==> config.mk <==
export PLATFORM = sky130hd
export DESIGN_NAME = dsi_pll_divider_search_top
export DESIGN_NICKNAME = d
export VERILOG_FILES = /design/src/hdl/dpds_pkg.sv /design/src/hdl/dpds_div.sv /design/src/hdl/dpds_datapath.sv /design/src/hdl/dpds_ctrl.sv /design/src/hdl/dsi_pll_divider_search_top.sv
export SDC_FILE = /design/constraint.sdc
export NUM_CORES = 1
export LEC_CHECK = 0
export BUFFER_PORTS_ARGS = -buffer_cell sky130_fd_sc_hd__buf_2
export CAP_MARGIN = 30
export CORE_ASPECT_RATIO = 1.1
export CORE_MARGIN = 2
export CORE_UTILIZATION = 35
export DETAILED_ROUTE_END_ITERATION = 7
export HOLD_SLACK_MARGIN = 0.02
export SLEW_MARGIN = 5
export SYNTH_ARGS = -nofsm -noshare
export SYNTH_HDL_FRONTEND = slang
export SYNTH_SLANG_ARGS = --single-unit
==> constraint.sdc <==
create_clock -name clk -period 16.3 [get_ports clk]
set_clock_uncertainty 0.05 [all_clocks]
set_input_delay 0.815 -clock clk [delete_from_list [all_inputs] [get_ports clk]]
set_output_delay 0.815 -clock clk [all_outputs]
set_load 0.02 [all_outputs]
==> src/hdl/dpds_pkg.sv <==
// Shared types, constants and the m seed table of the DSI PLL divider search.
`timescale 1ns / 1ps
package dpds_pkg;

  typedef struct packed {
    logic [19:0] pixel_clock_khz;
    logic [4:0]  bits_per_pixel;
    logic [2:0]  lane_count;
    logic        port_a_used;
    logic        port_c_used;
    logic        dual_link;
  } in_req_t;

  typedef struct packed {
    logic        status;
    logic [8:0]  m_seed;
    logic [2:0]  p_divider;
    logic [1:0]  n_log2;
    logic        gate_dsi0;
    logic        gate_dsi1;
    logic [21:0] port_clock_khz;
    logic [22:0] crtc_clock_khz;
  } out_res_t;

  typedef enum logic [2:0] {
    CMD_NOP,
    CMD_LOAD,
    CMD_TGT_SAVE,
    CMD_CAND_START,
    CMD_CAND_EVAL,
    CMD_PORT_START,
    CMD_FINISH,
    CMD_REJECT
  } cmd_t;

  typedef enum logic [2:0] {
    ST_IDLE,
    ST_TGT_DIV,
    ST_TGT_CHK,
    ST_CAND_START,
    ST_CAND_DIV,
    ST_CAND_EVAL,
    ST_PORT_START,
    ST_PORT_DIV
  } state_t;

  typedef struct packed {
    logic div_done;
    logic tgt_bad;
    logic search_done;
  } dp_status_t;

  // Divider geometry: 25 bit dividend, 5 bit divisor, four quotient bits a cycle.
  localparam int DIV_W      = 25;
  localparam int DVS_W      = 5;
  localparam int RADIX_BITS = 4;
  localparam int DIV_STEPS  = (DIV_W + RADIX_BITS - 1) / RADIX_BITS;
  localparam int DIV_PAD_W  = DIV_STEPS * RADIX_BITS;
  localparam int CNT_W      = $clog2(DIV_STEPS);

  localparam int CLK_W  = 21;
  localparam int M_W    = 7;
  localparam int P_W    = 3;

  localparam logic [DIV_W-1:0] LINK_MIN_KHZ = 25'd300000;
  localparam logic [DIV_W-1:0] LINK_MAX_KHZ = 25'd1150000;
  // m*ref/(p*n) reduces to m*25000/p on both platforms.
  localparam logic [DIV_W-1:0] REF_STEP_KHZ = 25'd25000;
  localparam logic [DIV_W-1:0] PORT_CLK_MAX = 25'd4194303;
  localparam logic [P_W-1:0]   P_MIN        = 3'd2;
  localparam logic [P_W-1:0]   P_MAX        = 3'd6;
  localparam logic [M_W-1:0]   M_MIN_P0     = 7'd62;
  localparam logic [M_W-1:0]   M_MAX_P0     = 7'd92;
  localparam logic [M_W-1:0]   M_MIN_P1     = 7'd70;
  localparam logic [M_W-1:0]   M_MAX_P1     = 7'd96;
  localparam logic [M_W-1:0]   SEED_BASE_M  = 7'd62;
  localparam logic [1:0]       NLOG_P0      = 2'd0;
  localparam logic [1:0]       NLOG_P1      = 2'd2;

  function automatic logic [8:0] seed_lookup(input logic [5:0] idx);
    logic [8:0] s;
    unique case (idx)
      6'd0:  s = 9'd426;  6'd1:  s = 9'd469;  6'd2:  s = 9'd234;  6'd3:  s = 9'd373;
      6'd4:  s = 9'd442;  6'd5:  s = 9'd221;  6'd6:  s = 9'd110;  6'd7:  s = 9'd311;
      6'd8:  s = 9'd411;  6'd9:  s = 9'd461;  6'd10: s = 9'd486;  6'd11: s = 9'd243;
      6'd12: s = 9'd377;  6'd13: s = 9'd188;  6'd14: s = 9'd350;  6'd15: s = 9'd175;
      6'd16: s = 9'd343;  6'd17: s = 9'd427;  6'd18: s = 9'd213;  6'd19: s = 9'd106;
      6'd20: s = 9'd53;   6'd21: s = 9'd282;  6'd22: s = 9'd397;  6'd23: s = 9'd454;
      6'd24: s = 9'd227;  6'd25: s = 9'd113;  6'd26: s = 9'd56;   6'd27: s = 9'd284;
      6'd28: s = 9'd142;  6'd29: s = 9'd71;   6'd30: s = 9'd35;   6'd31: s = 9'd273;
      6'd32: s = 9'd136;  6'd33: s = 9'd324;  6'd34: s = 9'd418;
      default: s = 9'd0;
    endcase
    return s;
  endfunction

endpackage

==> src/hdl/dpds_div.sv <==
// Iterative restoring divider, four quotient bits per cycle.
`timescale 1ns / 1ps
module dpds_div import dpds_pkg::*; (
  input  logic             clk,
  input  logic             rst_n,
  input  logic             start,
  input  logic [DIV_W-1:0] dividend,
  input  logic [DVS_W-1:0] divisor,
  output logic             done,
  output logic [DIV_W-1:0] quotient
);

  logic [DIV_PAD_W-1:0] sh_r, sh_nxt;
  logic [DVS_W-1:0]     rem_r, rem_nxt, dvs_r;
  logic [DVS_W:0]       trial;
  logic [CNT_W-1:0]     cnt_r;
  logic                 run_r, done_r;

  // Each step shifts one dividend bit into the remainder and one quotient bit in at the bottom.
  always_comb begin
    rem_nxt = rem_r;
    sh_nxt  = sh_r;
    trial   = '0;
    for (int k = 0; k < RADIX_BITS; k++) begin
      trial  = {rem_nxt, sh_nxt[DIV_PAD_W-1]};
      sh_nxt = {sh_nxt[DIV_PAD_W-2:0], 1'b0};
      if (trial >= {1'b0, dvs_r}) begin
        rem_nxt   = DVS_W'(trial - {1'b0, dvs_r});
        sh_nxt[0] = 1'b1;
      end else begin
        rem_nxt = trial[DVS_W-1:0];
      end
    end
  end

  always_ff @(posedge clk) begin
    if (!rst_n) begin
      run_r  <= 1'b0;
      done_r <= 1'b0;
      cnt_r  <= '0;
    end else begin
      done_r <= 1'b0;
      if (start) begin
        run_r <= 1'b1;
        cnt_r <= '0;
      end else if (run_r) begin
        cnt_r <= cnt_r + 1'b1;
        if (cnt_r == CNT_W'(DIV_STEPS - 1)) begin
          run_r  <= 1'b0;
          done_r <= 1'b1;
        end
      end
    end
  end

  always_ff @(posedge clk) begin
    if (start) begin
      sh_r  <= DIV_PAD_W'(dividend);
      rem_r <= '0;
      dvs_r <= divisor;
    end else if (run_r) begin
      sh_r  <= sh_nxt;
      rem_r <= rem_nxt;
    end
  end

  assign done     = done_r;
  assign quotient = sh_r[DIV_W-1:0];

endmodule

==> src/hdl/dpds_datapath.sv <==
// Datapath: request registers, divider operand selection, best-pair search and result.
`timescale 1ns / 1ps
module dpds_datapath import dpds_pkg::*; (
  input  logic       clk,
  input  logic       rst_n,
  input  cmd_t       cmd,
  input  logic       mode,
  input  in_req_t    in_req,
  output dp_status_t status,
  output logic       out_valid,
  output out_res_t   out_res
);

  in_req_t          req_r;
  logic [CLK_W-1:0] target_r, best_r, best_q_r, cand_q, diff;
  logic [M_W-1:0]   m_r, best_m_r, m_min, m_max;
  logic [P_W-1:0]   p_r, best_p_r;
  logic             first_r, tgt_bad_r, upd, out_valid_r;
  logic [CLK_W-1:0] best_new;
  out_res_t         out_r;
  logic             div_start, div_done;
  logic [DIV_W-1:0] div_a, div_q, port_sat;
  logic [DVS_W-1:0] div_b;
  logic [5:0]       seed_idx;

  assign m_min = mode ? M_MIN_P1 : M_MIN_P0;
  assign m_max = mode ? M_MAX_P1 : M_MAX_P0;

  always_comb begin
    div_start = 1'b0;
    div_a     = '0;
    div_b     = '0;
    unique case (cmd)
      CMD_LOAD: begin
        div_start = 1'b1;
        div_a = DIV_W'(in_req.pixel_clock_khz) * DIV_W'(in_req.bits_per_pixel)
              + DIV_W'(in_req.lane_count >> 1);
        div_b = DVS_W'(in_req.lane_count);
      end
      CMD_CAND_START: begin
        div_start = 1'b1;
        div_a = DIV_W'(m_r) * REF_STEP_KHZ;
        div_b = DVS_W'(p_r);
      end
      CMD_PORT_START: begin
        div_start = 1'b1;
        div_a = DIV_W'(best_q_r) * DIV_W'(req_r.lane_count)
              + DIV_W'(req_r.bits_per_pixel >> 1);
        div_b = req_r.bits_per_pixel;
      end
      default: begin
      end
    endcase
  end

  dpds_div u_div (
    .clk      (clk),
    .rst_n    (rst_n),
    .start    (div_start),
    .dividend (div_a),
    .divisor  (div_b),
    .done     (div_done),
    .quotient (div_q)
  );

  // Candidate compare: strict less-than keeps the first pair among equal errors.
  assign cand_q   = div_q[CLK_W-1:0];
  assign diff     = (target_r > cand_q) ? target_r - cand_q : cand_q - target_r;
  assign upd      = first_r || (diff < best_r);
  assign best_new = upd ? diff : best_r;

  assign status.div_done    = div_done;
  assign status.tgt_bad     = tgt_bad_r;
  assign status.search_done = (best_new == '0) || ((m_r == m_max) && (p_r == P_MAX));

  assign port_sat = (div_q > PORT_CLK_MAX) ? PORT_CLK_MAX : div_q;
  assign seed_idx = 6'(best_m_r - SEED_BASE_M);

  always_ff @(posedge clk) begin
    if (!rst_n) begin
      out_valid_r <= 1'b0;
    end else begin
      out_valid_r <= (cmd == CMD_FINISH) || (cmd == CMD_REJECT);
    end
  end

  always_ff @(posedge clk) begin
    unique case (cmd)
      CMD_LOAD: begin
        req_r <= in_req;
      end
      CMD_TGT_SAVE: begin
        tgt_bad_r <= (req_r.lane_count == '0) || (div_q < LINK_MIN_KHZ)
                  || (div_q > LINK_MAX_KHZ);
        target_r  <= div_q[CLK_W-1:0];
        m_r       <= m_min;
        p_r       <= P_MIN;
        first_r   <= 1'b1;
      end
      CMD_CAND_EVAL: begin
        first_r <= 1'b0;
        if (upd) begin
          best_r   <= diff;
          best_m_r <= m_r;
          best_p_r <= p_r;
          best_q_r <= cand_q;
        end
        if (p_r == P_MAX) begin
          p_r <= P_MIN;
          m_r <= m_r + 1'b1;
        end else begin
          p_r <= p_r + 1'b1;
        end
      end
      CMD_FINISH: begin
        out_r.status         <= 1'b0;
        out_r.m_seed         <= seed_lookup(seed_idx);
        out_r.p_divider      <= best_p_r;
        out_r.n_log2         <= mode ? NLOG_P1 : NLOG_P0;
        out_r.gate_dsi0      <= req_r.port_a_used;
        out_r.gate_dsi1      <= req_r.port_c_used;
        out_r.port_clock_khz <= port_sat[21:0];
        out_r.crtc_clock_khz <= req_r.dual_link ? {port_sat[21:0], 1'b0}
                                                : {1'b0, port_sat[21:0]};
      end
      CMD_REJECT: begin
        out_r <= '{status: 1'b1, default: '0};
      end
      default: begin
      end
    endcase
  end

  assign out_valid = out_valid_r;
  assign out_res   = out_r;

endmodule

==> src/hdl/dpds_ctrl.sv <==
// Controller state machine sequencing target, candidate and port divisions.
`timescale 1ns / 1ps
module dpds_ctrl import dpds_pkg::*; (
  input  logic       clk,
  input  logic       rst_n,
  input  logic       start,
  input  dp_status_t status,
  output cmd_t       cmd,
  output logic       busy
);

  state_t state_r, state_nxt;

  always_ff @(posedge clk) begin
    if (!rst_n) begin
      state_r <= ST_IDLE;
    end else begin
      state_r <= state_nxt;
    end
  end

  always_comb begin
    state_nxt = state_r;
    cmd       = CMD_NOP;
    unique case (state_r)
      ST_IDLE: begin
        if (start) begin
          cmd       = CMD_LOAD;
          state_nxt = ST_TGT_DIV;
        end
      end
      ST_TGT_DIV: begin
        if (status.div_done) begin
          cmd       = CMD_TGT_SAVE;
          state_nxt = ST_TGT_CHK;
        end
      end
      ST_TGT_CHK: begin
        if (status.tgt_bad) begin
          cmd       = CMD_REJECT;
          state_nxt = ST_IDLE;
        end else begin
          state_nxt = ST_CAND_START;
        end
      end
      ST_CAND_START: begin
        cmd       = CMD_CAND_START;
        state_nxt = ST_CAND_DIV;
      end
      ST_CAND_DIV: begin
        if (status.div_done) begin
          state_nxt = ST_CAND_EVAL;
        end
      end
      ST_CAND_EVAL: begin
        cmd       = CMD_CAND_EVAL;
        state_nxt = status.search_done ? ST_PORT_START : ST_CAND_START;
      end
      ST_PORT_START: begin
        cmd       = CMD_PORT_START;
        state_nxt = ST_PORT_DIV;
      end
      ST_PORT_DIV: begin
        if (status.div_done) begin
          cmd       = CMD_FINISH;
          state_nxt = ST_IDLE;
        end
      end
      default: begin
        state_nxt = ST_IDLE;
      end
    endcase
  end

  assign busy = (state_r != ST_IDLE);

endmodule

==> src/hdl/dsi_pll_divider_search_top.sv <==
// Top level of the DSI PLL divider search: config register, controller and datapath.
`timescale 1ns / 1ps
// Sequence: a rejected request raises the result strobe after the target division and check; an accepted
// one runs a division per (m, p) candidate tried, up to 155 candidates, then the port division.
// Throughput: one request at a time; busy stays high until the result strobe is issued.
// The shared four-bits-per-cycle divider (7 steps) sets the cost of every candidate.
// Reset (rst_n low, synchronous) returns to idle and sets platform_mode to 0.
// The result is shown for one cycle on out_valid; the receiver cannot stall it.
module dsi_pll_divider_search_top import dpds_pkg::*; (
  input  logic     clk,
  input  logic     rst_n,
  input  logic     start,
  output logic     busy,
  input  in_req_t  in_req,
  output logic     out_valid,
  output out_res_t out_res,
  input  logic     cfg_we,
  input  logic     cfg_wdata
);

  logic       mode_r;
  cmd_t       cmd;
  dp_status_t status;

  // platform_mode: 0 selects the 25 MHz reference, 1 the 100 MHz reference with n = 4.
  always_ff @(posedge clk) begin
    if (!rst_n) begin
      mode_r <= 1'b0;
    end else if (cfg_we) begin
      mode_r <= cfg_wdata;
    end
  end

  // The controller only issues commands; all arithmetic lives in the datapath.
  dpds_ctrl u_ctrl (
    .clk    (clk),
    .rst_n  (rst_n),
    .start  (start),
    .status (status),
    .cmd    (cmd),
    .busy   (busy)
  );

  dpds_datapath u_dp (
    .clk       (clk),
    .rst_n     (rst_n),
    .cmd       (cmd),
    .mode      (mode_r),
    .in_req    (in_req),
    .status    (status),
    .out_valid (out_valid),
    .out_res   (out_res)
  );

  // An accepted request always makes the block busy on the next cycle.
  a_start_busy: assert property (@(posedge clk) disable iff (!rst_n)
    (start && !busy) |=> busy) else $error("request accepted but block not busy");

  // The result strobe comes only once the controller has gone back to idle.
  a_valid_idle: assert property (@(posedge clk) disable iff (!rst_n)
    out_valid |-> !busy) else $error("result strobe while still busy");

  // A rejected request carries zero in every other field; the check covers p_divider and port_clock_khz.
  a_reject_zero: assert property (@(posedge clk) disable iff (!rst_n)
    (out_valid && out_res.status) |-> (out_res.p_divider == '0 && out_res.port_clock_khz == '0))
    else $error("rejected result has nonzero fields");

  // An accepted request always reports a post divider from the search range.
  a_p_range: assert property (@(posedge clk) disable iff (!rst_n)
    (out_valid && !out_res.status) |-> (out_res.p_divider >= P_MIN && out_res.p_divider <= P_MAX))
    else $error("post divider out of range");

endmodule

# Word level (Yosys, flattened, before mapping)
# Memories as Yosys holds them, arrays and structs flattened.
# Cells that the tools add are included.
[classes] addsub=12 multipliers=3 n_div=0 order_cmp=9 eq_ne=22 shifts=0 mux=42 bitwise=2 n_reduce_logical=19
[ops] op="$pmux 62 s2" count=1
[ops] op="$pmux 25 s3" count=1
[ops] op="$mux 25" count=2
[ops] op="$mux 21" count=2
[ops] op="$sub 21x21->21" count=2
[ops] op="$eq 3x3->1 const B" count=10
[ops] op="$add 24x4->25" count=1
[ops] op="$add 25x2->25" count=1
[ops] op="$gt 25x21->1 const B" count=1
[ops] op="$gt 25x22->1 const B" count=1
[ops] op="$lt 25x19->1 const B" count=1
[ops] op="$mul 20x5->25" count=1
[ops] op="$ge 6x5->1" count=4
[ops] op="$mul 21x3->24" count=1
[ops] op="$mux 3" count=8
[ops] op="$pmux 3 s8" count=1
[ops] op="$mux 23" count=1
[ops] op="$mux 22" count=1
[ops] op="$gt 21x21->1" count=1
[ops] op="$logic_not 21->1" count=1
[ops] op="$lt 21x21->1" count=1
[ops] op="$pmux 3 s7" count=1
[ops] op="$mux 5" count=4
[ops] op="$sub 5x5->5" count=4
[ops] op="other kinds (27)" count=57
[totals] register_bits=205 latchBits=0 ramBits=0 romBits=576 in_bits=36 output_inout_bits=64 elab_cells=142 mem_count=1
[mem_list] name="(no name shown)" words=64 word_bits=9 read_ports=1 rd_ports_with_merged_regs=0 wr=0 line="dpds_pkg.sv:82" rtl="unique case (idx)"

# Longest topological paths before layout
[logic_depth] ltp_word=10 ltp_mapped=36 ltp_nobuf=35

# Cells and area by module
# From an unflattened synthesis, not the netlist that was laid out.
[unflattened] hier_cells=1998 area_unflattened_um2=19428.6
[modules_own_cells] module="dpds_datapath" n_inst=1 cells_each=1711 area_per_inst_um2=16265.6
[modules_own_cells] module="dpds_div" n_inst=1 cells_each=253 area_per_inst_um2=2885.3
[modules_own_cells] module="dpds_ctrl" n_inst=1 cells_each=31 area_per_inst_um2=241.5
[modules_own_cells] module="dsi_pll_divider_search_top" n_inst=1 cells_each=3 area_per_inst_um2=36.3

# Worst setup path after synthesis
# Ideal clock, no wire load.
[synth_path] path_kind="flip-flop to flip-flop" from="reg u_dp.u_div.dvs_r[1]" to="reg u_dp.u_div.sh_r[0], data pin" setup_ps=262 t_arrival_ps=6454 path_slack_ps=9534 stages_incl_launch_ff=32 path_buffers=1 synth_period_minus_slack_ps=6766 cell_sequence="edfxtp_1 inv_1 fa_1 a21o_1 a21oi_1 o21ai_1 nor2_1 mux2_2 ha_1 a21o_1 a21o_1 a21oi_1 nand2_1 o21ai_0 fa_1 nor2b_1 o21ai_0 nand2b_1 a41o_1 a21o_1 a311o_1 buf_2 nor2_1 a21oi_1 fa_1 a21o_1 a21oi_1 nand2_1 a21oi_1 nand2_1 a222oi_1 inv_1"
[synth_via] elab_chain_cells=10 word_cells_on_any_way=13 cone_classes="add/sub: 3; order compare: 4; mux: 6"
[synth_rtl] element="start: declaration" line="dpds_div.sv:14" rtl="logic [DVS_W-1:0] rem_r, rem_nxt, dvs_r;"
[synth_rtl] element="start signal: assignment" line="dpds_div.sv:60" rtl="dvs_r <= divisor;"
[synth_rtl] element="$sub 5x5->5 or $ge 6x5->1 (tied branches)" line="dpds_div.sv:28, dpds_div.sv:27"
[synth_rtl] element="$mux 5" line="dpds_div.sv:27" rtl="if (trial >= {1'b0, dvs_r}) begin"
[synth_rtl] element="$sub 5x5->5 or $ge 6x5->1 (tied branches)" line="dpds_div.sv:28, dpds_div.sv:27"
[synth_rtl] element="$mux 5" line="dpds_div.sv:27"
[synth_rtl] element="$sub 5x5->5 or $ge 6x5->1 (tied branches)" line="dpds_div.sv:28, dpds_div.sv:27"
[synth_rtl] element="$mux 5" line="dpds_div.sv:27"
[synth_rtl] element="$ge 6x5->1 *" line="dpds_div.sv:27"
[synth_rtl] element="$mux 1 *" line="dpds_div.sv:27"
[synth_rtl] element="$mux 25 *" line="dpds_div.sv:61" rtl="end else if (run_r) begin"
[synth_rtl] element="$mux 25 *" line="dpds_div.sv:57" rtl="if (start) begin"
[synth_rtl] element="end signal: assignment" line="dpds_div.sv:58" rtl="sh_r <= DIV_PAD_W'(dividend);"
[synth_rtl] element="end signal: assignment" line="dpds_div.sv:62" rtl="sh_r <= sh_nxt;"
[synth_rtl] element="end: declaration" line="dpds_div.sv:13" rtl="logic [DIV_PAD_W-1:0] sh_r, sh_nxt;"
# Every way passes the cells marked *; elsewhere a longest branch is shown, timed or not. The select of a mux whose other input is x is not followed.
# A chain may end at the register's enable or synchronous reset.

# Final worst setup path
# Ends and elaborated chain as after synthesis.

==> impl_metrics.json <==
{
  "outcome": "finished clean",
  "p_int_mw": 1.73,
  "layout.nets": 2472,
  "cp_slowest_stage_delay_ps": 480,
  "grt_max_degree": 62,
  "drive_gt1_share_pct": 10.2,
  "p_comb_share_pct": 57.2,
  "clock_sinks": 204,
  "place_ws_ps": 8630,
  "tightestPinTransition_ps": 941,
  "clockPowerShare_pct": 18.5,
  "final_util_pct": 39.1,
  "h-tree-depth": 1,
  "seqPwrFrac_pct": 24.3,
  "core_sq_mm": 0.0547,
  "hold_violations": 0,
  "drt-total-wl_um": 54100,
  "switching_share_pct": 43.2,
  "fin_cells": 2875,
  "maxCapViolCount": 0,
  "ioPinCount": 100,
  "place_congestion": 0.995,
  "syn_avg_cell_area_sq_um": 9.39,
  "setup_tns_ps": 0,
  "synthArstFlopShare_pct": 0,
  "synth_edf_count": 186,
  "yosysSeqAreaShare_pct": 30.8,
  "antenna_found_initial": 2,
  "p_total_mw": 3.04,
  "avgRoutedWirePerCell_um": 18.8,
  "multi_input_area_sq_mm": 0.0121,
  "cts_tree": "done",
  "cts_setup_buffers": 0,
  "clk_latency_ps": 540,
  "synthTopCellsByArea": "edfxtp_1 29%, ha_1 15%, fa_1 9.2%",
  "critical-path-top-delay-family": "compound AO/OA/AOI/OAI gates",
  "relSlewSlack_pct": 36.8,
  "layout.area.seq_sq_mm": 0.00595,
  "cp_slowest_cell": "fa_1",
  "syn_inst": 2057,
  "synth_cell_type_count": 96,
  "cp_max_fo": 8,
  "hp-class": "input port to flip-flop",
  "ys_ff_latch": 204,
  "die-area_sq_mm": 0.0571,
  "critical_path_required_ps": 16520,
  "synth_area_leader_cell": "edfxtp_1",
  "start_kind": "flip-flop",
  "postRouteAntennaNets": 0,
  "criticalPathCategory": "flip-flop to flip-flop",
  "p_switching_mw": 1.31,
  "fmax_mhz": 130,
  "cp.buffers_inverters": 2,
  "dp.cells": 2831,
  "overflow": 0,
  "whs_ps": 400,
  "drtIter0Drc": 1101,
  "hpwl_um": 42700,
  "p_leak_nw": 9.72,
  "setup_viol": 0,
  "synthFlopType": "edfxtp_1",
  "grt_pass1_vias": 15700,
  "dieWidth_um": 228,
  "die_h_um": 250,
  "crit_arrival_ps": 7940,
  "cts_hold_buf": 0,
  "period_share_pct": 47.3,
  "final_area_sq_mm": 0.0214,
  "rsz0062_at_grt": "false",
  "clock_path_buffers": 3,
  "clkSlewWorstSetupHoldPaths_ps": 60,
  "avgViaCountPerCell": 5.42,
  "start_util_pct": 35.3,
  "fp-row-count": 90,
  "root_buffer": "clkbuf_16",
  "pwr_density_cell_mw_per_mm2": 142,
  "grt_usage_pct": 18.8,
  "grt_pass1_wl_um": 85800,
  "slew_violations": 0,
  "placed_area_sq_mm": 0.0205,
  "cts_resized": 0,
  "cp-end-kind": "flip-flop",
  "yosysWarnings": 0,
  "fillers": 5488,
  "syn_nets": 2407,
  "min_period_ps": 7720,
  "vdd.ir_drop.worst_uv": 115,
  "post-route-drc-count": 0,
  "setup_ws_ps": 8580,
  "io_buffers": 98,
  "synth_top_area_share_pct": 28.9,
  "drt_pass1_iterations": 5,
  "cts-buffers-inserted": 23,
  "netlist_area_sq_mm": 0.0193,
  "syn_to_final_growth_pct": 10.6,
  "num_vias": 15600
}
[synth_stat cells (all sizes together) (18+ instances only)]
cell type  instances
nor2             106
edfxtp           186
nor3              31
and2              75
mux2              18
buf               24
o21bai            18
clkbuf            54
xor2              31
ha               225
nand2b            19
and3              19
fa                89
o21ai             91
a21oi            147
xnor2             42
nand3             40
nand2            198
dfxtp             18
mux2i             36
a21o              67
inv              254
a211oi            22
[state kept, by name, indices dropped and copies added, names as in the netlist, 6 cells and up]
signal	count
u_dp.out_res	61
u_dp.m_r	7
u_dp.best_q_r	21
u_dp.best_m_r	6
u_dp.target_r	21
u_dp.u_div.sh_r	28
u_dp.req_r	11
u_dp.best_r	21
[placed cells by master (no fill, tap or decap), drive strengths merged, types with 13 or more instances in the layout]
master	synthesis	routed
a211oi	22	22
a21oi	147	147
o21ai	91	91
o21a	14	14
fa	89	89
and2	75	75
edfxtp	186	186
clkbuf	54	24
mux2i	36	36
xnor2	42	42
a31oi	16	16
or2	13	13
o21bai	18	18
a21o	67	67
inv	254	257
buf	24	117
nand2	198	198
nor3	31	31
mux2	18	18
nand3	40	40
dfxtp	18	18
nand2b	19	19
nand4	14	14
nor2	106	106
and3	19	19
xor2	31	31
nor2b	15	15
ha	225	225
[layer usage]
| metal | track usage [%] | up-vias | wire length (um) |
|---|---|---|---|
| met5 | 0 | - | 7 |
| met4 | 8.10 | 2 | 2380 |
| met3 | 2.15 | 115 | 2900 |
| met2 | 32.2 | 479 | 25700 |
| met1 | 23.8 | 7565 | 23100 |
| li1 | - | 7413 | - |
[cell type report]
type / instances / area share (%)
multi-input cells: 1519 / 56.5
flip-flops and latches: 204 / 27.8
inverters: 256 / 4.50
well taps: 736 / 4.31
repair buffers: 118 / 3.13
clock buffers: 24 / 2.71
clock inverters: 17 / 1.05
diodes: 1 / 0.0117
[worst paths after layout]
path,slack (ps),start,cells past startpoint,endpoint
max,8580,u_dp.u_div.dvs_r[1],30,u_dp.u_div.sh_r[0]
min,400,in_req[2],1,u_dp.req_r[2]
max reg2reg,8580,u_dp.u_div.dvs_r[1],30,u_dp.u_div.sh_r[0]
min reg2reg,450,u_dp.u_div.cnt_r[2],2,u_dp.u_div.done
[power groups by stage]
stage	Clock (mW)	Sequential (mW)	Combinational, mW
5_1_grt	0.595	0.743	1.94
3_5_place_dp	0	0.747	1.72
4_1_cts	0.577	0.736	1.73
2_1_floorplan	0	0.705	1.33
3_3_place_gp	0	0.745	1.70
6_report	0.563	0.737	1.74
[logic make-up after synthesis]
kind of cell             count (synthesis)  share of synthesized area, %
other                                    1                        0.0194
AO/OA/AOI/OAI                          498                          17.2
buffers and inverters                  334                          6.83
adder cells (fa/ha/maj)                314                          23.8
flip-flops                             204                          30.8
XOR/XNOR                                73                          3.31
AND/OR/NAND/NOR                        578                          15.0
multiplexers                            55                          3.11
Note: power is estimated with default switching activity, not from simulation.
